[src/rtl/mp2d_pkg.sv]
// ----------------------------------------------------------------------------
// mp2d_pkg
// Shared types, widths and register codes of the 2-D max pooling block.
// ----------------------------------------------------------------------------
package mp2d_pkg;

  // Fixed field widths
  localparam int SAMPLE_BITS   = 16;
  localparam int COORD_BITS    = 10;
  localparam int CFG_IDX_BITS  = 4;
  localparam int CFG_DATA_BITS = 11;
  localparam int HEIGHT_CAP    = 1024;

  // Defaults for the top-level parameters
  localparam int MAX_WIDTH_DEF  = 1024;
  localparam int MAX_WINDOW_DEF = 4;

  // Register indexes
  localparam logic [CFG_IDX_BITS-1:0] CFG_WINDOW_SIZE  = 4'd0;
  localparam logic [CFG_IDX_BITS-1:0] CFG_STEP_STRIDE  = 4'd1;
  localparam logic [CFG_IDX_BITS-1:0] CFG_PLANE_WIDTH  = 4'd2;
  localparam logic [CFG_IDX_BITS-1:0] CFG_PLANE_HEIGHT = 4'd3;

  // Register reset values
  localparam logic [2:0]  RST_WINDOW_SIZE  = 3'd2;
  localparam logic [2:0]  RST_STEP_STRIDE  = 3'd2;
  localparam logic [10:0] RST_PLANE_WIDTH  = 11'd416;
  localparam logic [10:0] RST_PLANE_HEIGHT = 11'd416;

  // Channel words
  typedef struct packed {
    logic signed [SAMPLE_BITS-1:0] sample;
  } in_word_t;

  typedef struct packed {
    logic signed [SAMPLE_BITS-1:0] pooled_value;
    logic [COORD_BITS-1:0]         out_row;
    logic [COORD_BITS-1:0]         out_col;
    logic                          plane_done;
  } out_word_t;

  typedef struct packed {
    logic [CFG_IDX_BITS-1:0]  index;
    logic [CFG_DATA_BITS-1:0] value;
  } cfg_word_t;

  // Effective (clamped) geometry handed to the position tracker
  typedef struct packed {
    logic [2:0]  k;   // window side, 1..MAX_WINDOW
    logic [2:0]  s;   // stride, 1..7
    logic [10:0] w;   // plane width
    logic [10:0] h;   // plane height
  } geom_t;

  // Per-sample window flags and output coordinates
  typedef struct packed {
    logic                  emit;
    logic                  last;
    logic [COORD_BITS-1:0] orow;
    logic [COORD_BITS-1:0] ocol;
  } pos_t;

endpackage

[src/rtl/mp2d_pos_ctrl.sv]
// ----------------------------------------------------------------------------
// mp2d_pos_ctrl
// Raster position tracker: column/row counters, stride phases and output
// coordinates of the window that ends at the current sample.
// ----------------------------------------------------------------------------
module mp2d_pos_ctrl #(
  parameter int MAX_WIDTH = mp2d_pkg::MAX_WIDTH_DEF
) (
  input  logic                          clk_i,
  input  logic                          rst_ni,
  input  mp2d_pkg::geom_t               geom_i,
  input  logic                          restart_i,
  input  logic                          adv_i,
  output logic [$clog2(MAX_WIDTH)-1:0]  col_o,
  output mp2d_pkg::pos_t                pos_o
);
  import mp2d_pkg::*;

  localparam int CB = $clog2(MAX_WIDTH);
  localparam int XW = ((CB > 11) ? CB : 11) + 2;

  logic [CB-1:0]         col_q, col_d;
  logic [COORD_BITS-1:0] row_q, row_d;
  logic [2:0]            cph_q, cph_d, rph_q, rph_d;
  logic [COORD_BITS-1:0] ocol_q, ocol_d, orow_q, orow_d;

  logic [XW-1:0] col_x, row_x, km1_x, s_x, w_x, h_x, col_nx, row_nx;
  logic          col_wrap, row_wrap;
  logic [2:0]    sm1;

  assign col_x = XW'(col_q);
  assign row_x = XW'(row_q);
  assign km1_x = XW'(geom_i.k) - XW'(1);
  assign s_x   = XW'(geom_i.s);
  assign w_x   = XW'(geom_i.w);
  assign h_x   = XW'(geom_i.h);
  assign sm1   = geom_i.s - 3'd1;

  assign col_wrap = (col_x + XW'(1)) >= w_x;
  assign row_wrap = (row_x + XW'(1)) >= h_x;
  assign col_nx   = col_wrap ? '0 : col_x + XW'(1);
  assign row_nx   = row_wrap ? '0 : row_x + XW'(1);

  assign col_o      = col_q;
  assign pos_o.emit = (col_x >= km1_x) && (row_x >= km1_x) &&
                      (cph_q == 3'd0) && (rph_q == 3'd0);
  // Last window: no further window fits to the right nor below
  assign pos_o.last = ((col_x + s_x) >= w_x) && ((row_x + s_x) >= h_x);
  assign pos_o.orow = orow_q;
  assign pos_o.ocol = ocol_q;

  always_comb begin
    col_d  = col_q;
    row_d  = row_q;
    cph_d  = cph_q;
    rph_d  = rph_q;
    ocol_d = ocol_q;
    orow_d = orow_q;
    if (restart_i) begin
      col_d  = '0;
      row_d  = '0;
      cph_d  = '0;
      rph_d  = '0;
      ocol_d = '0;
      orow_d = '0;
    end else if (adv_i) begin
      col_d = CB'(col_nx);
      if (col_nx == km1_x) begin
        cph_d  = '0;
        ocol_d = '0;
      end else if (col_nx > km1_x) begin
        if (cph_q == sm1) begin
          cph_d  = '0;
          ocol_d = ocol_q + COORD_BITS'(1);
        end else begin
          cph_d = cph_q + 3'd1;
        end
      end
      if (col_wrap) begin
        row_d = COORD_BITS'(row_nx);
        if (row_nx == km1_x) begin
          rph_d  = '0;
          orow_d = '0;
        end else if (row_nx > km1_x) begin
          if (rph_q == sm1) begin
            rph_d  = '0;
            orow_d = orow_q + COORD_BITS'(1);
          end else begin
            rph_d = rph_q + 3'd1;
          end
        end
      end
    end
  end

  always_ff @(posedge clk_i or negedge rst_ni) begin
    if (!rst_ni) begin
      col_q  <= '0;
      row_q  <= '0;
      cph_q  <= '0;
      rph_q  <= '0;
      ocol_q <= '0;
      orow_q <= '0;
    end else begin
      col_q  <= col_d;
      row_q  <= row_d;
      cph_q  <= cph_d;
      rph_q  <= rph_d;
      ocol_q <= ocol_d;
      orow_q <= orow_d;
    end
  end

endmodule
[config.mk]
export PLATFORM = sky130hd
export DESIGN_NAME = mp2d_pos_ctrl
export DESIGN_NICKNAME = d
export VERILOG_FILES = /design/src/rtl/mp2d_pkg.sv /design/src/rtl/mp2d_pos_ctrl.sv
export SDC_FILE = /design/constraint.sdc
export NUM_CORES = 1
export LEC_CHECK = 0
export ABC_AREA = 1
export BUFFER_PORTS_ARGS = -buffer_cell sky130_fd_sc_hd__buf_2
export CORE_ASPECT_RATIO = 1.5
export CORE_MARGIN = 3
export CORE_UTILIZATION = 60
export CTS_CLUSTER_DIAMETER = 50
export DETAILED_ROUTE_END_ITERATION = 8
export PLACE_DENSITY_LB_ADDON = 0.2
export SLEW_MARGIN = 20
export SYNTH_ARGS = -nofsm -noshare
export SYNTH_HDL_FRONTEND = slang
export SYNTH_SLANG_ARGS = --single-unit
[constraint.sdc]
create_clock -name clk_i -period 4 [get_ports clk_i]
set_input_delay 0.2 -clock clk_i [delete_from_list [all_inputs] [get_ports clk_i]]
set_output_delay 0.2 -clock clk_i [all_outputs]
set_load 0.05 [all_outputs]
==> results.sh <==
export IMPL_final_cells=1035
export IMPL_place_inst=1015
export IMPL_grtUsageMet1=0.291
export IMPL_syn_nets=985
export IMPL_required_ns=4.23
export IMPL_ys_flop_type="dfrtp_1"
export IMPL_die_area_sq_um=10900
export IMPL_tightest_slew_ns=0.724
export IMPL_numPortBuffers=63
export IMPL_yosysSeqAreaShare=0.198
export IMPL_finalInstanceArea_sq_um=6680
export IMPL_placed_cell_area_sq_um=6230
export IMPL_synth_edf_count=0
export IMPL_start_kind="flip-flop"
export IMPL_p_leak_nw=3.88
export IMPL_path_clk_slew_ns=0.07
export IMPL_yosysWarnings=0
export IMPL_syn_to_final_growth_pct=15.1
export IMPL_cp_data_arrival_time_ns=4.02
export IMPL_die_width_um=86.3
export IMPL_grt_total_usage=0.259
export IMPL_drv_cap=0
export IMPL_rows=43
export IMPL_vias_per_cell=5.60
export IMPL_antenna_cells=0
export IMPL_clk_insertion_delay_late_ns=0.29
export IMPL_relSlewSlack=0.517
export IMPL_cts_tree="yes"
export IMPL_syn_area_sq_um=5810
export IMPL_htree_levels=2
export IMPL_routedWlPerCell_um=13.9
export IMPL_path_max_fanout=9
export IMPL_max_freq_mhz=264
export IMPL_status="finished clean"
export IMPL_wirelength_um=14400
export IMPL_crit_type="flip-flop to flip-flop"
export IMPL_hold_path_class="primary input to flip-flop"
export IMPL_use_met2=0.482
export IMPL_cts_sinks=46
export IMPL_hold_viol=0
export IMPL_numCtsBuffers=5
export IMPL_dp_hpwl_um=11200
export IMPL_drtPass1Iterations=6
export IMPL_antenna_found_initial=0
export IMPL_synth_distinct_cells=40
export IMPL_post_route_min_period_ns=3.79
export IMPL_powerDensity_nw_per_um2=255
export IMPL_skew_ns=0.00612
export IMPL_antenna_left=0
export IMPL_grt_pass1_wl_um=23800
export IMPL_setup_viol=0
export IMPL_grt_pass1_vias=5564
export IMPL_power_total_mw=1.70
export IMPL_gp_congestion=0.879
export IMPL_drv_slew=0
export IMPL_cts_path_max_buffers=2
export IMPL_syn_area_per_cell_sq_um=6.87
export IMPL_initial_core_util=0.620
export IMPL_num_vias=5797
export IMPL_drt_initial_drc_count=293
export IMPL_utilization=0.714
export IMPL_ys_seq_elements=46
export IMPL_fin_crit_sh=0.948
export IMPL_drc=0
export IMPL_cts_root_buf="clkbuf_16"
export IMPL_coreArea_sq_um=9360
export IMPL_synthArstFlopShare=1.00
export IMPL_gr_total_overflow=0
export IMPL_die_height_um=127
export IMPL_drive_above_1_share=0.170
export IMPL_fin_nets=1062
export IMPL_io_pins=64
export IMPL_grt_max_degree=47
export IMPL_whs_ns=0.239
export IMPL_endpoint_kind="flip-flop"
export IMPL_grtUsageMet3=0.0286
export IMPL_top_usage_layer="met2"
export IMPL_peakVddDrop_mv=0.234
export IMPL_synthCells=845
[area by class of cell]
type | count | area, sq um
fillers | 772 | 2680
inverters | 135 | 524
well taps | 112 | 140
flip-flops and latches | 46 | 1160
clock buffers | 6 | 129
multi-input cells | 653 | 4230
clock inverters | 2 | 37.5
repair buffers | 81 | 463
[logic make-up (layout without fill, tap and decap cells)]
family,after synthesis,after routing,share of synthesized area
AO/OA/AOI/OAI,88,88,0.0823
AND/OR/NAND/NOR,421,421,0.328
buffers and inverters,146,224,0.102
adder cells (fa/ha/maj),108,108,0.235
flip-flops,46,46,0.198
XOR/XNOR,36,36,0.0543
[path summary, 6_finish.rpt]
kind / from / end / slack, ns / cells after the start
max in group asynchronous: rst_ni / col_o[5]$_DFFE_PN0P_ / 3.08 / 2
worst min-delay path: adv_i / col_o[2]$_DFFE_PN0P_ / 0.24 / 4
worst min register to register: orow_q[7]$_DFFE_PN0P_ / orow_q[7]$_DFFE_PN0P_ / 0.53 / 2
worst max-delay path: row_q[1]$_DFFE_PN0P_ / orow_q[5]$_DFFE_PN0P_ / 0.21 / 26
min in group asynchronous: rst_ni / row_q[8]$_DFFE_PN0P_ / 0.48 / 2
worst max register to register: row_q[1]$_DFFE_PN0P_ / orow_q[5]$_DFFE_PN0P_ / 0.21 / 26
[power by group]
| part | internal [mW] | switching [mW] |
|---|---|---|
| registers | 0.511 | 0.0710 |
| logic | 0.211 | 0.427 |
| clock network | 0.296 | 0.188 |
| total | 1.02 | 0.686 |
[worst max-delay path: stages, from the launching register on]
cell     delay, ns
dfrtp_1       0.40
ha_2          0.20
nand2_1       0.06
inv_1         0.10
nand3_2       0.09
nor2_4        0.13
nand2_1       0.09
xor2_2        0.16
inv_1         0.10
ha_4          0.23
a21oi_1       0.14
a21oi_1       0.09
nor2_1        0.13
nand3_2       0.14
buf_6         0.17
nor2_1        0.19
ha_1          0.29
nand2_1       0.08
nor2_1        0.04
nand2_1       0.10
nor2_4        0.05
nor2_4        0.17
buf_4         0.15
inv_2         0.07
nor3b_2       0.20
nand3_2       0.09
nand2_1       0.09
[sequential cells by signal (all words and copies together) (netlist names)]
signal	count
ocol_q	10
orow_q	10
col_o	10
row_q	10
cph_q	3
rph_q	3
[per-layer routing]
metal	up-vias	wire length, um	share of wire
li1	2901	-	-
met1	2658	5540	0.38
met2	192	7700	0.53
met3	46	634	0.044
met4	0	531	0.037
met5	-	0	0
[stage by stage]
stage | TNS, ns | setup slack [ns]
final | 0 | 0.208
after global routing | -0.694 | -0.0758
after CTS | 0 | 0.0515
after detailed placement | -0.136 | -0.0313
after global placement | 0 | 0.0567
after floorplan | 0 | 0.251
[cells in the mapped netlist (all sizes together), types with 4 or more instances]
master | number | area (sq um)
nand2 | 230 | 898
inv | 133 | 502
xor2 | 32 | 280
o22ai | 9 | 56.3
o21ai | 31 | 155
dfrtp | 46 | 1150
xnor2 | 4 | 35.0
a21oi | 39 | 195
buf | 9 | 73.8
ha | 106 | 1330
nor3 | 22 | 115
nor2 | 81 | 329
nand3 | 57 | 358
nand4 | 21 | 131
[layout by cell type (no fill, tap or decap), drive strengths merged]
master	instances
buf	80
nand3b	3
nor3b	1
nand4	21
nor2	81
clkinvlp	1
inv	132
nor3	22
o22ai	9
a21o	2
clkinv	3
nand2	230
bufinv	1
a21oi	39
nand3	57
or2	1
dlygate4sd3	1
xnor2	4
clkbuf	6
ha	106
fa	2
a211oi	2
nor4	3
a21boi	1
xor2	32
and3	1
o21a	1
nor4b	1
o21ai	31
o21bai	3
dfrtp	46
[timing repair]
action | CTS | global route
setup buffers | 0 | 10
pin swaps | 0 | 10
hold endpoints to repair | 0 | 46
endpoints found under the setup margin | 10 | 26
hold buffers | 0 | 1
cloned | 0 | 1
resized for setup | 1 | 56
Power figures use the tool's default switching activity.
